$ cat src/rtl/digital_net_point_digits_assert.svh
// Assertion macros shared by the digital net point digit RTL
`ifndef DIGITAL_NET_POINT_DIGITS_ASSERT_SVH
`define DIGITAL_NET_POINT_DIGITS_ASSERT_SVH

// same-cycle implication
`define DNPD_ASSERT_IMP(label, clk, rst, ante, cons) \
   label: assert property (@(posedge clk) disable iff (rst) (ante) |-> (cons)) \
      else $error("dnpd: same-cycle check failed");

// next-cycle implication
`define DNPD_ASSERT_NEXT(label, clk, rst, ante, cons) \
   label: assert property (@(posedge clk) disable iff (rst) (ante) |=> (cons)) \
      else $error("dnpd: next-cycle check failed");

`endif

$ cat src/rtl/dnpd_pkg.sv
// Shared constants, field layout and chain link type for the point digit generator
`default_nettype none
package dnpd_pkg;

   localparam int MATRIX_SETS_DEF = 16;
   localparam int MAX_COLS_DEF    = 32;
   localparam int MAX_ROWS_DEF    = 32;

   localparam int DIGIT_W   = 8;
   localparam int IDX_W     = 32;
   localparam int SET_IDX_W = 4;
   localparam int POS_W     = 5;
   localparam int PROD_W    = 2 * DIGIT_W;
   localparam int TAG_W     = 6;
   localparam int DIV_STEPS = 4;

   // request tdata layout, lowest bit first
   localparam int SET_LSB    = 0;
   localparam int COL_LSB    = SET_LSB + SET_IDX_W;
   localparam int ROW_LSB    = COL_LSB + POS_W;
   localparam int ENTRY_LSB  = ROW_LSB + POS_W;
   localparam int IDX_LSB    = ENTRY_LSB + DIGIT_W;
   localparam int BASE_LSB   = IDX_LSB + IDX_W;
   localparam int REQ_DATA_W = 64;
   localparam int RSP_DATA_W = 16;

   localparam int CSR_W     = 6;
   localparam int CSR_IDX_W = 1;
   localparam logic [CSR_IDX_W-1:0] CSR_ROWS_USED = 1'b0;
   localparam logic [CSR_IDX_W-1:0] CSR_COLS_USED = 1'b1;

   localparam logic ACT_LOAD     = 1'b0;
   localparam logic ACT_GENERATE = 1'b1;

   typedef struct packed {
      logic              valid;
      logic [TAG_W-1:0]  row;
      logic [PROD_W-1:0] value;
   } chain_type;

endpackage
`default_nettype wire

$ cat src/rtl/dnpd_cell.sv
// One reduction cell: conditionally subtracts base shifted by SHIFT, then registers
`default_nettype none
module dnpd_cell #(
   parameter int SHIFT = 0
) (
   input  logic                          clock,
   input  logic                          reset,
   input  logic [dnpd_pkg::DIGIT_W-1:0]  base,
   input  dnpd_pkg::chain_type           prev_link,
   output dnpd_pkg::chain_type           next_link
);
   import dnpd_pkg::*;

   localparam int CMP_W = PROD_W + DIGIT_W;

   logic [CMP_W-1:0] limit;
   logic [CMP_W-1:0] wide;
   chain_type        stage_ff;
   chain_type        stage_in;

   always_comb begin
      limit    = CMP_W'(base) << SHIFT;
      wide     = CMP_W'(prev_link.value);
      stage_in = prev_link;
      if (wide >= limit) begin
         stage_in.value = PROD_W'(wide - limit);
      end
   end

   always_ff @(posedge clock) begin
      if (reset) begin
         stage_ff.valid <= 1'b0;
      end else begin
         stage_ff <= stage_in;
      end
   end

   assign next_link = stage_ff;

endmodule
`default_nettype wire

$ cat config.mk
export PLATFORM = sky130hd
export DESIGN_NAME = dnpd_cell
export DESIGN_NICKNAME = d
export VERILOG_FILES = /design/src/rtl/digital_net_point_digits_assert.svh /design/src/rtl/dnpd_pkg.sv /design/src/rtl/dnpd_cell.sv
export SDC_FILE = /design/constraint.sdc
export NUM_CORES = 1
export LEC_CHECK = 0
export BUFFER_PORTS_ARGS = -buffer_cell sky130_fd_sc_hd__buf_2
export CORE_ASPECT_RATIO = 0.9
export CORE_MARGIN = 4
export CORE_UTILIZATION = 45
export CTS_BUF_LIST = sky130_fd_sc_hd__clkbuf_4
export DETAILED_ROUTE_END_ITERATION = 10
export PLACE_DENSITY = 0.82
export SKIP_LAST_GASP = 1
export SYNTH_ARGS = -nofsm -noshare
export SYNTH_HDL_FRONTEND = slang
export SYNTH_SLANG_ARGS = --single-unit
$ cat constraint.sdc
create_clock -name clock -period 2.4 [get_ports clock]
set_clock_uncertainty 0.15 [all_clocks]
set_input_delay 0.12 -clock clock [delete_from_list [all_inputs] [get_ports clock]]
set_output_delay 0.12 -clock clock [all_outputs]
set_load 0.02 [all_outputs]
==> impl_metrics.ini <==
[route]
viasPerCell = 5.13
wl_um = 3600
avgRoutedWirePerCell_um = 14.4
first_pass_iters = 4
drtIter0Drc = 68
drc = 0
ant_nets = 0
vias = 1283

[critical_path]
crit_slowest_cell = dlygate4sd3_1
crit_path_end_kind = flip-flop
critPathRequiredTime_ns = 2.28
crit_type = in -> reg
cp_top_family = simple AND/OR/NAND/NOR gates
crit_buf_inv = 3
path_cells = dlygate4sd3_1 -> buf_2 -> or3_4 -> nor3_4 -> or4b_4 -> buf_6 -> nor4b_1 -> xor2_1
critPathArrivalTime_ns = 2.25
crit_path_max_fanout = 11
cpPeakStageDelay_ns = 0.53
cp-start-kind = input port

[cts]
cts_buffers = 3
cts_htree_levels = 1
cts-root-buf = clkbuf_4
path_clk_slew_ns = 0.11
clock_path_buffers = 2
cts_setup_buffers = 0
cts_sinks = 23
cts_tree = yes

[floorplanning]
die_area_mm2 = 0.00409
core_mm2 = 0.00286
initial_core_util = 0.493
die_x_um = 67.0
rows = 18
ios = 56
die_y_um = 61.1

[power_and_ir_drop]
p_leak_nw = 0.938
powerDensity_mw_per_mm2 = 514
ir_drop_v = 0.000236

[synthesis]
synth_commonest_cells = edfxtp_1 (22), inv_1 (13), nor2_1 (13)
syn_area_mm2 = 0.00141
ys_warn_count = 0
syn_inst = 124
async_reset_ff_frac = 0
ys_seq_elements = 23
synth-edff-count = 22
ys_seq_area_frac = 0.483
synthTopCellsByArea = edfxtp_1 (47%), ha_1 (7.1%), a21oi_1 (3.9%), xnor2_1 (3.7%), inv_1 (3.5%)
synth_top_area_cell = edfxtp_1
syn-num-nets = 166
yosys.cell_count.top_type = edfxtp_1
synth_top_area_share = 0.469
yosysUniqueCellTypes = 37
synthFlopType = edfxtp_1
avgSynthCellArea_um2 = 11.4

[layout]
nNetsFinal = 253
drive_gt1_frac = 0.405
antenna_cells = 0
syn_to_final_growth_pct = 41.7
seq_area_um2 = 681
fillers = 214
multiInputGateArea_um2 = 662
largest_reg_flops = 23
post-route-util = 0.699

[place]
hpwl_um = 2770
gp_congestion = 0.818
placement.io_buffers = 55

[timing]
max-slew-margin-rel = 0.485
setup_viol_count_final = 0
grt_setup_unrepaired = true
tns_ns = 0
fmax_mhz = 422
post-route-min-period_ns = 2.37
slew_violations = 0
tightest_slew_ns = 0.771
finalHoldViolCount = 0
min_period_over_period = 0.987

[global_route]
grt_pass1_wl_um = 5670
antenna_found_initial = 0
first_global_vias = 1239
grt_max_degree = 23
grt_overflow = 0
grt_use_total = 0.185

[flow_run]
drv_cap = 0

[min_path]
hold_path_class = in -> reg

[outcome]
status = finished clean
==> cell usage in the layout (no fill, tap or decap), types with 2 or more instances in the layout <==
cell type / count
mux2_4: 3
clkbuf_4: 4
nand2_1: 2
a2111oi_0: 2
a211oi_1: 3
xnor2_1: 6
nor3_1: 2
edfxtp_1: 22
buf_2: 55
a21o_1: 3
nor2_1: 13
o21a_1: 2
ha_1: 8
nand3_1: 2
xor2_1: 5
o21ai_0: 2
dlygate4sd3_1: 12
nor4_1: 2
nand2b_1: 3
buf_4: 16
a21oi_1: 11
inv_1: 13
==> kinds of logic after synthesis <==
kind of cell    Yosys count  synth area share
flops                    23             0.483
mux                       3            0.0319
fa+ha+maj                 9            0.0852
xor+xnor                 11            0.0683
compound gates           28             0.131
simple gates             35             0.150
buf+inv                  15            0.0506
==> timing repair <==
item                                    CTS  global route
gates resized for setup                   0             2
hold buffers                             12             0
endpoints found under the setup margin    0             4
endpoints found under the hold margin    11             0
==> stage by stage <==
step	total power, W	cells	setup slack (ns)	hold slack, ns	cell area (um^2)
floorplan	0.000708	124	-0.0239	0.0416	1410
global placement	0.000831	234	-0.172	0.144	1840
detailed placement	0.000843	234	-0.218	0.149	1840
CTS	0.00103	250	0.0474	0.00886	1990
global route	0.00108	250	-0.00990	0.00573	2000
finish	0.00103	250	0.0314	0.0252	2000
==> layout make-up <==
cell class,instances,share of cell area
inverters,13,0.0244
multi-input cells,86,0.331
well taps,40,0.0250
flip-flops and latches,23,0.341
repair buffers,84,0.264
clock buffers,4,0.0150
==> layer usage <==
metal / global-route usage / vias up / routed length [um]
li1: - / 636 / -
met1: 0.223 / 594 / 1450
met2: 0.346 / 49 / 1880
met3: 0.0128 / 4 / 211
met4: 0.0723 / 0 / 51
met5: 0 / - / 0
==> worst paths after layout <==
| path | start | endpoint | slack, ns | cells after the start |
|---|---|---|---|---|
| setup / recovery | prev_link[13] | next_link[10]$_DFFE_PN_ | 0.03 | 8 |
| hold / removal | prev_link[12] | next_link[12]$_DFFE_PN_ | 0.03 | 2 |
==> power by group <==
part	switching, W	leakage [nW]	total (W)	internal [W]
Clock	0.0000992	0.0184	0.000175	0.0000759
Sequential	0.0000102	0.224	0.000505	0.000495
Combinational	0.000190	0.696	0.000348	0.000158
Total	0.000299	0.938	0.00103	0.000729
Power figures use the tool's default switching activity.
