`config.mk`:
```
export PLATFORM = sky130hd
export DESIGN_NAME = dnpd_divider
export DESIGN_NICKNAME = d
export VERILOG_FILES = /design/src/rtl/digital_net_point_digits_assert.svh /design/src/rtl/dnpd_pkg.sv /design/src/rtl/dnpd_divider.sv
export SDC_FILE = /design/constraint.sdc
export NUM_CORES = 1
export LEC_CHECK = 0
export ABC_AREA = 1
export BUFFER_PORTS_ARGS = -buffer_cell sky130_fd_sc_hd__buf_4
export CELL_PAD_IN_SITES_DETAIL_PLACEMENT = 0
export CELL_PAD_IN_SITES_GLOBAL_PLACEMENT = 2
export CORE_MARGIN = 2
export CORE_UTILIZATION = 28
export CTS_CLUSTER_SIZE = 24
export DETAILED_ROUTE_END_ITERATION = 7
export PLACE_DENSITY_LB_ADDON = 0.12
export REMOVE_ABC_BUFFERS = 1
export SKIP_CTS_REPAIR_TIMING = 1
export SLEW_MARGIN = 20
export SYNTH_ARGS = -nofsm -noshare
export SYNTH_HDL_FRONTEND = slang
export SYNTH_SLANG_ARGS = --single-unit
```
`constraint.sdc`:
```
create_clock -name clock -period 6.2 [get_ports clock]
set_input_delay 0.93 -clock clock [delete_from_list [all_inputs] [get_ports clock]]
set_output_delay 0.93 -clock clock [all_outputs]
set_load 0.02 [all_outputs]
```
`src/rtl/digital_net_point_digits_assert.svh`:
```
// Assertion macros shared by the digital net point digit RTL
`ifndef DIGITAL_NET_POINT_DIGITS_ASSERT_SVH
`define DIGITAL_NET_POINT_DIGITS_ASSERT_SVH

// same-cycle implication
`define DNPD_ASSERT_IMP(label, clk, rst, ante, cons) \
   label: assert property (@(posedge clk) disable iff (rst) (ante) |-> (cons)) \
      else $error("dnpd: same-cycle check failed");

// next-cycle implication
`define DNPD_ASSERT_NEXT(label, clk, rst, ante, cons) \
   label: assert property (@(posedge clk) disable iff (rst) (ante) |=> (cons)) \
      else $error("dnpd: next-cycle check failed");

`endif

```
`src/rtl/dnpd_pkg.sv`:
```
// Shared constants, field layout and chain link type for the point digit generator
`default_nettype none
package dnpd_pkg;

   localparam int MATRIX_SETS_DEF = 16;
   localparam int MAX_COLS_DEF    = 32;
   localparam int MAX_ROWS_DEF    = 32;

   localparam int DIGIT_W   = 8;
   localparam int IDX_W     = 32;
   localparam int SET_IDX_W = 4;
   localparam int POS_W     = 5;
   localparam int PROD_W    = 2 * DIGIT_W;
   localparam int TAG_W     = 6;
   localparam int DIV_STEPS = 4;

   // request tdata layout, lowest bit first
   localparam int SET_LSB    = 0;
   localparam int COL_LSB    = SET_LSB + SET_IDX_W;
   localparam int ROW_LSB    = COL_LSB + POS_W;
   localparam int ENTRY_LSB  = ROW_LSB + POS_W;
   localparam int IDX_LSB    = ENTRY_LSB + DIGIT_W;
   localparam int BASE_LSB   = IDX_LSB + IDX_W;
   localparam int REQ_DATA_W = 64;
   localparam int RSP_DATA_W = 16;

   localparam int CSR_W     = 6;
   localparam int CSR_IDX_W = 1;
   localparam logic [CSR_IDX_W-1:0] CSR_ROWS_USED = 1'b0;
   localparam logic [CSR_IDX_W-1:0] CSR_COLS_USED = 1'b1;

   localparam logic ACT_LOAD     = 1'b0;
   localparam logic ACT_GENERATE = 1'b1;

   typedef struct packed {
      logic              valid;
      logic [TAG_W-1:0]  row;
      logic [PROD_W-1:0] value;
   } chain_type;

endpackage
`default_nettype wire

```
`src/rtl/dnpd_divider.sv`:
```
// Iterative restoring divider: index by base, several quotient bits per cycle
`default_nettype none
module dnpd_divider (
   input  logic                         clock,
   input  logic                         reset,
   input  logic                         start,
   input  logic [dnpd_pkg::IDX_W-1:0]   dividend,
   input  logic [dnpd_pkg::DIGIT_W-1:0] divisor,
   output logic                         done,
   output logic [dnpd_pkg::IDX_W-1:0]   quotient,
   output logic [dnpd_pkg::DIGIT_W-1:0] remainder
);
   import dnpd_pkg::*;

   localparam int ITER   = IDX_W / DIV_STEPS;
   localparam int ITER_W = $clog2(ITER);

   logic               busy_ff, busy_in;
   logic               done_ff, done_in;
   logic [ITER_W-1:0]  cnt_ff, cnt_in;
   logic [IDX_W-1:0]   quo_ff, quo_in;
   logic [DIGIT_W-1:0] rem_ff, rem_in;
   logic [DIGIT_W:0]   part;

   always_comb begin
      busy_in = busy_ff;
      done_in = 1'b0;
      cnt_in  = cnt_ff;
      quo_in  = quo_ff;
      rem_in  = rem_ff;
      part    = '0;
      if (start) begin
         busy_in = 1'b1;
         cnt_in  = '0;
         quo_in  = dividend;
         rem_in  = '0;
      end else if (busy_ff) begin
         for (int s = 0; s < DIV_STEPS; s++) begin
            part   = {rem_in, quo_in[IDX_W-1]};
            quo_in = {quo_in[IDX_W-2:0], 1'b0};
            if (part >= {1'b0, divisor}) begin
               part      = part - {1'b0, divisor};
               quo_in[0] = 1'b1;
            end
            rem_in = part[DIGIT_W-1:0];
         end
         cnt_in = cnt_ff + 1'b1;
         if (cnt_ff == ITER_W'(ITER - 1)) begin
            busy_in = 1'b0;
            done_in = 1'b1;
         end
      end
   end

   always_ff @(posedge clock) begin
      if (reset) begin
         busy_ff <= 1'b0;
         done_ff <= 1'b0;
         cnt_ff  <= '0;
      end else begin
         busy_ff <= busy_in;
         done_ff <= done_in;
         cnt_ff  <= cnt_in;
      end
      quo_ff <= quo_in;
      rem_ff <= rem_in;
   end

   assign done      = done_ff;
   assign quotient  = quo_ff;
   assign remainder = rem_ff;

endmodule
`default_nettype wire

```
==> summary.md, run 1 <==
| Metric | Value |
|---|---|
| Synthesized area | approximately 0.0038 mm^2 |
| Routed vias | roughly 4k |
| Max-Slew Margin vs Limit | between 50% and 60% |
| Flop-to-flop setup slack | ~0.25 ns |
| Ys async rst share | 0% |
| Worst stage delay on the critical path | around 0.4 ns |
| CP Max Fanout | 6 |
| Worst R2R Path Depth | 43 |
| Worst Path Required | between 6 and 7 ns |
| Slowest-stage cell, CP | fa_2 |
| FF-to-FF Start | quotient[31] |
| Final min period | between 6 and 7 ns |
| Setup total negative slack | 0 ns |
| Stages on worst setup path | 43 |
| Critical path class | primary input to flop |
| Clock skew | just over 0.008 ns |
| Slew @ Worst Pin | around 0.70 ns |
| Achievable Freq | approximately 0.16 GHz |
| YS warnings | 0 |
| Dpl cells | roughly 870 |
| Yosys reg bits | 45 |
| Yosys cell types | ~40 |
| DRT iter0 DRCs | 126 |
| Synth area leaders | edfxtp_1 25%, nand2_1 20%, ha_1 11% |
| GP Congestion | roughly 0.8 |
| Max-Cap Viols | 0 |
| Top post-synthesis cells by count | 198 x nand2_1, 60 x inv_1, 34 x ha_1, 34 x nand3_1, 32 x edfxtp_1 |
| R2R Path End | remainder[7] |
| Vias per inst | roughly 4.5 |
| Final setup viols | 0 |
| Final #Nets | between 800 and 900 |
| Largest net degree at the start of global routing | 37 |
| Syn Area/Cell | between 7 and 8 um^2 |
| Total GRT Usage | between 15 and 20% |
| Max-slew violation count | 0 |
| CTS root buf | clkbuf_16 |
| Post-route DRC violation count | 0 |
| Most frequent CP cell | nand2_1 |
| Skew-Pair Late Insertion Delay | roughly 0.3 ns |
| Drt first pass iters | 4 |
| Top_reg_cell synth | edfxtp_1 |
| Starting Density | approximately 29% |
| Die Y | between 100 and 150 um |
| Crit start category | primary input |
| Worst-path clk slew | 0.07 ns |
| Final WL | between 10000 and 15000 um |
| Final Cycle Share | 97.8% |
| Num rows | 42 |
| Share of post-route cells with drive strength above 1 | between 50% and 60% |
| Worst path arrival time | ~6.3 ns |
| Die Footprint | about 0.014 mm^2 |
| CP Buf/Inv Count | 9 |
| # diodes | 0 |
| First-pass GRT wire length | 18700 um |
| Min-delay worst type | flop to flop |
| CP Capture Type | flop |
| DPL Wire Length | roughly 9600 um |
| Fin cells | just over 900 |
| CTS Buf Count | 5 |
| Initial antenna violation count | 0 |
| RSZ-0062 raised after global routing | true |
| Post-Synthesis Cells | 512 |
| Top delay family on crit path | simple AND/OR/NAND/NOR gates |
| DP Worst Slack | -0.804 ns |
| Grt total ovfl | 0 |
| Post-synthesis sequential area ratio | 32.3% |
| Post-layout util | about half |
| Clock buffer depth | 2 |
| Core ar. | 0.0132 mm^2 |
| Status | completed |
| Synth area leader | edfxtp_1 |
| Sink Count | 45 |
| CP startpoint | divisor[0] |
| Area growth syn-to-layout | 71.3% |
| H-tree depth | 2 |
| Post-synth EDFFs | 32 |
| Die Wd | approximately 120 um |
| CTS tree | built |
| Crit path to | remainder[7] |
| Vias in the first global route | about 3.8k |
| Final ANT Viol Nets | 0 |
| Worst Slack Setup Final | roughly 0.14 ns |
| Yosys top cell area share | about a quarter |
| Ports | 84 |
| Final Hold Viols | 0 |
| Detailed-route wire length per cell | 14.4 um |
| Most common cell in the netlist | nand2_1 |
| # port buffers | between 80 and 90 |
metrics by stage:
stage	hold WS [ns]	area, um^2
finish	0.473	6470
global route	0.499	6470
floorplan	0.442	3740
CTS	0.476	5500
detailed placement	0.465	5360
global placement	0.453	5360
worst register-to-register path: cells and delay by family, from the launching register on:
kind / cells / cell delay [ns]
xor gates and xnor gates: 2 / 0.33
and+or+nand+nor: 21 / 1.98
buffers and inverters: 9 / 0.87
adders and majority gates: 5 / 1.28
DFF: 1 / 0.40
AOI/OAI and AO/OA: 6 / 1.00
cells in the final DEF (no fill, tap or decap), types with 4 or more instances in the layout:
cell,Yosys,routed
edfxtp_1,32,32
xor2_1,13,12
o21ai_4,0,5
nand3_2,5,11
nand2_4,2,9
buf_6,1,7
inv_1,60,41
nand3_1,34,27
xnor2_1,7,7
o21ai_2,0,6
nor2_1,24,17
inv_2,3,19
buf_4,0,212
dfxtp_1,13,13
ha_4,0,23
clkbuf_16,0,5
nand4_1,6,6
ha_1,34,11
nand2_1,198,162
nand2_2,6,34
nor2_4,3,6
nor2_2,0,4
a21oi_1,19,15
state kept, by name, indices dropped and copies added, names as in the netlist:
register	flops
done	1
remainder	8
busy_ff	1
cnt_ff	3
quotient	32
cell type report:
cell class	instances	area (um^2)
well taps	176	220
repair buffers	220	1690
clock inverters	2	15.0
clock buffers	6	129
fillers	1309	6720
inverters	65	264
flip-flops and latches	45	1220
multi-input cells	395	2940
cell families after synthesis:
group	synth area share, %
and+or+nand+nor	35.2
DFF	32.3
xor gates and xnor gates	4.64
adders and majority gates	13.4
buffers and inverters	7.52
AOI/OAI and AO/OA	6.89
routing by layer:
| metal | share of wire (%) | GRT usage [%] | vias to the layer above |
|---|---|---|---|
| met1 | 46 | 22.0 | 1897 |
| met2 | 49 | 27.8 | 78 |
| li1 | - | - | 2108 |
| met3 | 3.3 | 2.61 | 17 |
| met5 | 0 | 0 | - |
| met4 | 1.9 | 5.07 | 0 |
how the worst min path moves through the flow:
stage,startpoint,end,slack [ns],depth (start not counted)
2_1_floorplan,cnt_ff[1],cnt_ff[1],0.44,2
3_3_place_gp,cnt_ff[1],cnt_ff[1],0.45,2
3_5_place_dp,cnt_ff[1],cnt_ff[1],0.46,2
4_1_cts,cnt_ff[1],cnt_ff[1],0.48,2
5_1_grt,cnt_ff[1],cnt_ff[1],0.50,2
6_report,cnt_ff[1],cnt_ff[1],0.47,2
Power of run 1 is not shown: default switching activity piles up to over one toggle a cycle in this logic, so the estimate is an artifact.
==> run 2: changes to the inputs <==
GPL_TIMING_DRIVEN = 1   (was not set)
clock period = 5 ns   (was 6.2 ns; I/O delays follow)
==> run 2 against run 1 <==
Compared with the run above:
- critical path depth is 2 lower
- the run now ends with negative setup slack left
- highest routed layer unchanged
- first-iteration DRC count is 41% higher
- die area stayed put
==> summary.md, run 2 (synthesized netlist as in run 1, its figures left out) <==
| Metric | Value |
|---|---|
| Met1 Track Usage GR | a little under a quarter |
| Final Cycle Share | 118% |
| Largest net degree at the start of global routing | 37 |
| CTS Buf Count | 5 |
| Most frequent CP cell | nand2_2 |
| Die Y | 120 um |
| Detailed-route wire length per cell | approximately 14 um |
| DPL Wire Length | between 9000 and 10000 um |
| Final setup viols | 9 |
| DRT iter0 DRCs | between 150 and 200 |
| Vias in the first global route | 3779 |
| Num rows | 42 |
| Die Footprint | ~0.014 mm^2 |
| CTS tree | built |
| GR Util met3 | under 10% |
| GP Congestion | about 0.88 |
| CP Max Fanout | 8 |
| Failing checks | negative setup slack |
| Fillers | 1315 |
| Worst stage delay on the critical path | about 0.4 ns |
| Vias per inst | about 4.5 |
| Min-delay worst type | flop to flop |
| CTS root buf | clkbuf_16 |
| Max-Cap Viols | 0 |
| # diodes | 0 |
| Max-Slew Margin vs Limit | about three fifths |
| Core ar. | between 0.01 and 0.015 mm^2 |
| Grt total ovfl | 0 |
| First-pass GRT wire length | around 19000 um |
| Most common cell after layout, fill and taps aside | buf_4 |
| Initial antenna violation count | 0 |
| Routed vias | just over 4k |
| Die Wd | 120 um |
| Post-route DRC violation count | 0 |
| Starting Density | around 29% |
| Clock buffer depth | 2 |
| Final ANT Viol Nets | 0 |
| Worst-path clk slew | ~0.060 ns |
| Grt met2 use | approximately 29% |
| Share of post-route cells with drive strength above 1 | approximately 50% |
| DP Worst Slack | -1.71 ns |
| Final #Nets | about 800 |
| Area growth syn-to-layout | 70.0% |
| Achievable Freq | around 0.17 GHz |
| Commonest non-fill, non-tap cells in the layout | 210 x buf_4, 161 x nand2_1, 39 x inv_1 |
| Critical path class | primary input to flop |
| # port buffers | 83 |
| Final Hold Viols | 0 |
| Max-slew violation count | 0 |
| Final min period | between 5 and 6 ns |
| Final WL | ~13000 um |
| Worst path arrival time | 6.12 ns |
| GRT busiest layer | met2 |
| Status | finished with violations |
| Clock skew | 0.00840 ns |
| H-tree depth | 2 |
| Worst Path Required | 5.23 ns |
| Skew-Pair Late Insertion Delay | just under 0.3 ns |
| RSZ-0062 raised after global routing | true |
| Crit start category | primary input |
| Ports | 84 |
| CP Capture Type | flop |
| Sink Count | between 40 and 50 |
| Number of flip-flops in the largest register | 32 |
| Slew @ Worst Pin | 0.622 ns |
| Worst Slack Setup Final | -0.889 ns |
| Total GRT Usage | between 10% and 20% |
| Drt first pass iters | 4 |
| Slowest-stage cell, CP | fa_2 |
==> run 2: cell count changes in the layout (fill, tap and decap cells not counted), sizes merged <==
cell	before	now
inv	63	64
a21oi	20	21
clkbuf	6	7
clkinvlp	2	1
buf	220	216
clkinv	2	1
==> run 2: per-stage QoR <==
step,std cells,setup TNS (ns),util [%],hold WS [ns],instance area (um^2)
2_1_floorplan,504,-11.19,-,0.442,3740
3_3_place_gp,881,-14.39,41.5,0.453,5470
3_5_place_dp,881,-15.24,41.5,0.467,5470
4_1_cts,889,-12.74,42.5,0.475,5610
5_1_grt,906,-10.41,48.7,0.511,6420
6_report,906,-7.69,48.7,0.472,6420
==> run 2: metal layers <==
layer | routed length [um] | part of all wire (%) | vias up
li1 | - | - | 2103
met1 | 5940 | 46 | 1886
met2 | 6380 | 49 | 75
met3 | 488 | 3.8 | 4
met4 | 88 | 0.68 | 0
met5 | 0 | 0 | -
==> run 2: worst max-delay path, delay by kind of cell <==
| family | cells | cell delay [ns] |
|---|---|---|
| AND/OR/NAND/NOR | 18 | 1.77 |
| adder cells (fa/ha/maj) | 5 | 1.20 |
| buffers and inverters | 6 | 0.39 |
| AO/OA/AOI/OAI | 11 | 1.81 |
| XOR/XNOR | 1 | 0.17 |
==> run 2: cell type report <==
| cell class | count | area, um^2 | share of cell area [%] |
|---|---|---|---|
| inverter | 65 | 267 | 4.15 |
| clock inverter | 1 | 7.51 | 0.117 |
| sequential | 45 | 1220 | 19.0 |
| timing repair buffer | 216 | 1650 | 25.7 |
| clock buffer | 7 | 133 | 2.07 |
| tap | 176 | 220 | 3.43 |
| multi-input combinational | 396 | 2920 | 45.5 |
==> run 2: worst paths after layout <==
path | start | end | slack, ns | cells past startpoint
setup / recovery | divisor[0] | remainder[0] | -0.89 | 41
hold / removal | cnt_ff[1] | cnt_ff[1] | 0.47 | 2
setup reg to reg | quotient[31] | remainder[0] | -0.87 | 41
hold reg to reg | cnt_ff[1] | cnt_ff[1] | 0.47 | 2
Power of run 2 is left out for the same reason.
==> run 3: changes to the inputs <==
--- a/config.mk
+++ b/config.mk
@@ -7,12 +7,11 @@
 export LEC_CHECK = 0
 export ABC_AREA = 1
-export BUFFER_PORTS_ARGS = -buffer_cell sky130_fd_sc_hd__buf_4
 export CELL_PAD_IN_SITES_DETAIL_PLACEMENT = 0
 export CELL_PAD_IN_SITES_GLOBAL_PLACEMENT = 2
 export CORE_MARGIN = 2
-export CORE_UTILIZATION = 28
+export CORE_UTILIZATION = 32
 export CTS_CLUSTER_SIZE = 24
 export DETAILED_ROUTE_END_ITERATION = 7
-export GPL_TIMING_DRIVEN = 1
+export DONT_BUFFER_PORTS = 1
 export PLACE_DENSITY_LB_ADDON = 0.12
 export REMOVE_ABC_BUFFERS = 1
==> constraint.sdc (replaced) <==
create_clock -name clock -period 5 [get_ports clock]
set_input_delay 0.75 -clock clock [delete_from_list [all_inputs] [get_ports clock]]
set_output_delay 0.75 -clock clock [all_outputs]
set_load 0.01 [all_outputs]
==> run 3 against run 2 <==
Compared with the run above:
- the run still ends with negative setup slack left
- final area shrank 9.7%
- largest cell class unchanged
- clock skew decreased by 0.00078 ns
- critical endpoint is now remainder[3]
- highest routed layer unchanged
- maximum frequency grew 1.2%
- global-route usage grew 1.6 points
- count of clock-buffer cells in the layout down 2
- routed wire length fell by 5.6%
- register-to-register slack improved by 0.14 ns
- setup slack better by 0.069 ns
- critical path depth unchanged
- via count fell by 6.7%
==> summary.md, run 3 (synthesized netlist as in run 1, its figures left out) <==
| Metric | Value |
|---|---|
| Status | finished with violations |
| Failing checks | negative setup slack |
| Fin Hold WS | approximately 0.47 ns |
| Slew @ Worst Pin | 0.942 ns |
| Commonest non-fill, non-tap cells in the layout | 167 x nand2_1, 135 x buf_4, 47 x inv_1 |
| Max-Cap Viols | 0 |
| H-tree depth | 2 |
| FF-to-FF Start | quotient[31] |
| Worst path arrival time | between 6 and 7 ns |
| Clock buffer depth | 2 |
| RSZ-0062 raised after global routing | true |
| Max-Slew Margin vs Limit | a little under two fifths |
| CTS root buf | clkbuf_16 |
| Total GRT Usage | 18.5% |
| CP Max Fanout | 8 |
| Worst-path clk slew | ~0.070 ns |
| Detailed-route wire length per cell | 15.3 um |
| Final ANT Viol Nets | 0 |
| Ports | between 80 and 90 |
| Share of post-route cells with drive strength above 1 | between 40% and 50% |
| Achievable Freq | between 0.15 and 0.2 GHz |
| CP startpoint | divisor[2] |
| Die Wd | around 110 um |
| Area growth syn-to-layout | 53.5% |
| Clock skew | between 0.007 and 0.008 ns |
| Largest net degree at the start of global routing | 37 |
| DR WL met2 | 6070 um |
| Worst stage delay on the critical path | 0.29 ns |
| Max-slew violation count | 0 |
| First-pass GRT wire length | between 15000 and 20000 um |
| Number of flip-flops in the largest register | 32 |
| CP Capture Type | flop |
| Final Hold Viols | 0 |
| Critical path class | primary input to flop |
| Final WL | 12200 um |
| DPL Wire Length | about 9300 um |
| Crit start category | primary input |
| Core ar. | approximately 0.011 mm^2 |
| Routed vias | ~3.8k |
| Flop-to-flop setup slack | -0.73 ns |
| Dpl cells | between 700 and 800 |
| Post-route DRC violation count | 0 |
| CTS tree | built |
| GP Congestion | ~0.89 |
| Grt total ovfl | 0 |
| DRT iter0 DRCs | approximately 210 |
| Fillers | about 1.1k |
| Num rows | 39 |
| Setup total negative slack | -7.25 ns |
| Worst Slack Setup Final | -0.820 ns |
| Hold Startpoint | cnt_ff[2] |
| Vias per inst | between 4 and 5 |
| Final setup viols | 9 |
| # port buffers | 0 |
| Drt first pass iters | 4 |
| CTS Buf Count | 5 |
| Min-delay worst type | flop to flop |
| Sink Count | 45 |
| Final min period | around 5.8 ns |
| Most common cell after layout, fill and taps aside | nand2_1 |
| Initial antenna violation count | 0 |
| Die Footprint | 0.0127 mm^2 |
| Die Y | approximately 110 um |
| Vias in the first global route | 3698 |
| # diodes | 0 |
| Final #Nets | around 730 |
| Worst Path Required | ~5.3 ns |
| Most frequent CP cell | nand2_2 |
| Slowest-stage cell, CP | ha_4 |
| Final Cycle Share | 116% |
| M1 WL | roughly 5400 um |
| Skew-Pair Late Insertion Delay | roughly 0.3 ns |
| Fin cells | roughly 800 |
| Routed wl met3 | about 550 um |
| Top routing layer used | met4 |
| Starting Density | ~33% |
==> run 3: cell count changes in the layout (fill, tap and decap cells not counted), moves of 2 or more <==
cell	previous run	this run
nand2_2	35	32
nand2_1	161	167
inv_2	18	13
nor2_2	6	1
inv_4	5	1
o21ai_2	10	8
inv_1	39	47
nand2_4	10	7
clkbuf_1	2	0
nor2_1	16	20
buf_4	210	135
==> run 3: worst max-delay path, delay by kind of cell <==
kind | cells | cell delay (ns)
adder cells (fa/ha/maj) | 4 | 1.05
AO/OA/AOI/OAI | 10 | 1.61
AND/OR/NAND/NOR | 23 | 2.28
buffers and inverters | 4 | 0.35
==> run 3: cell type report <==
class / count / area [um^2] / share of cell area (%)
multi-input cells: 396 / 2900 / 50.0
flip-flops and latches: 45 / 1220 / 21.1
repair buffers: 140 / 1070 / 18.5
inverters: 65 / 262 / 4.51
well taps: 143 / 179 / 3.09
clock buffers: 5 / 125 / 2.16
clock inverters: 3 / 43.8 / 0.755
==> run 3: metal layers <==
layer  up-vias  GRT usage [%]
li1       1952              -
met1      1746           23.5
met2        85           31.9
met3        12           3.62
met4         0           5.61
met5         -              0
==> run 3: worst paths after layout <==
kind | to | cells past startpoint
max reg2reg | remainder[3] | 43
min | cnt_ff[2] | 2
min reg2reg | cnt_ff[2] | 2
max | remainder[3] | 41
==> run 3: through the flow <==
step / setup slack (ns) / util [%] / instance area, um^2
finish: -0.820 / 50.6 / 5800
global route: -1.12 / 50.6 / 5800
CTS: -1.36 / 43.4 / 4970
detailed placement: -1.62 / 41.9 / 4800
global placement: -1.59 / 41.9 / 4800
floorplan: -1.28 / - / 3740
Power of run 3 is left out for the same reason.
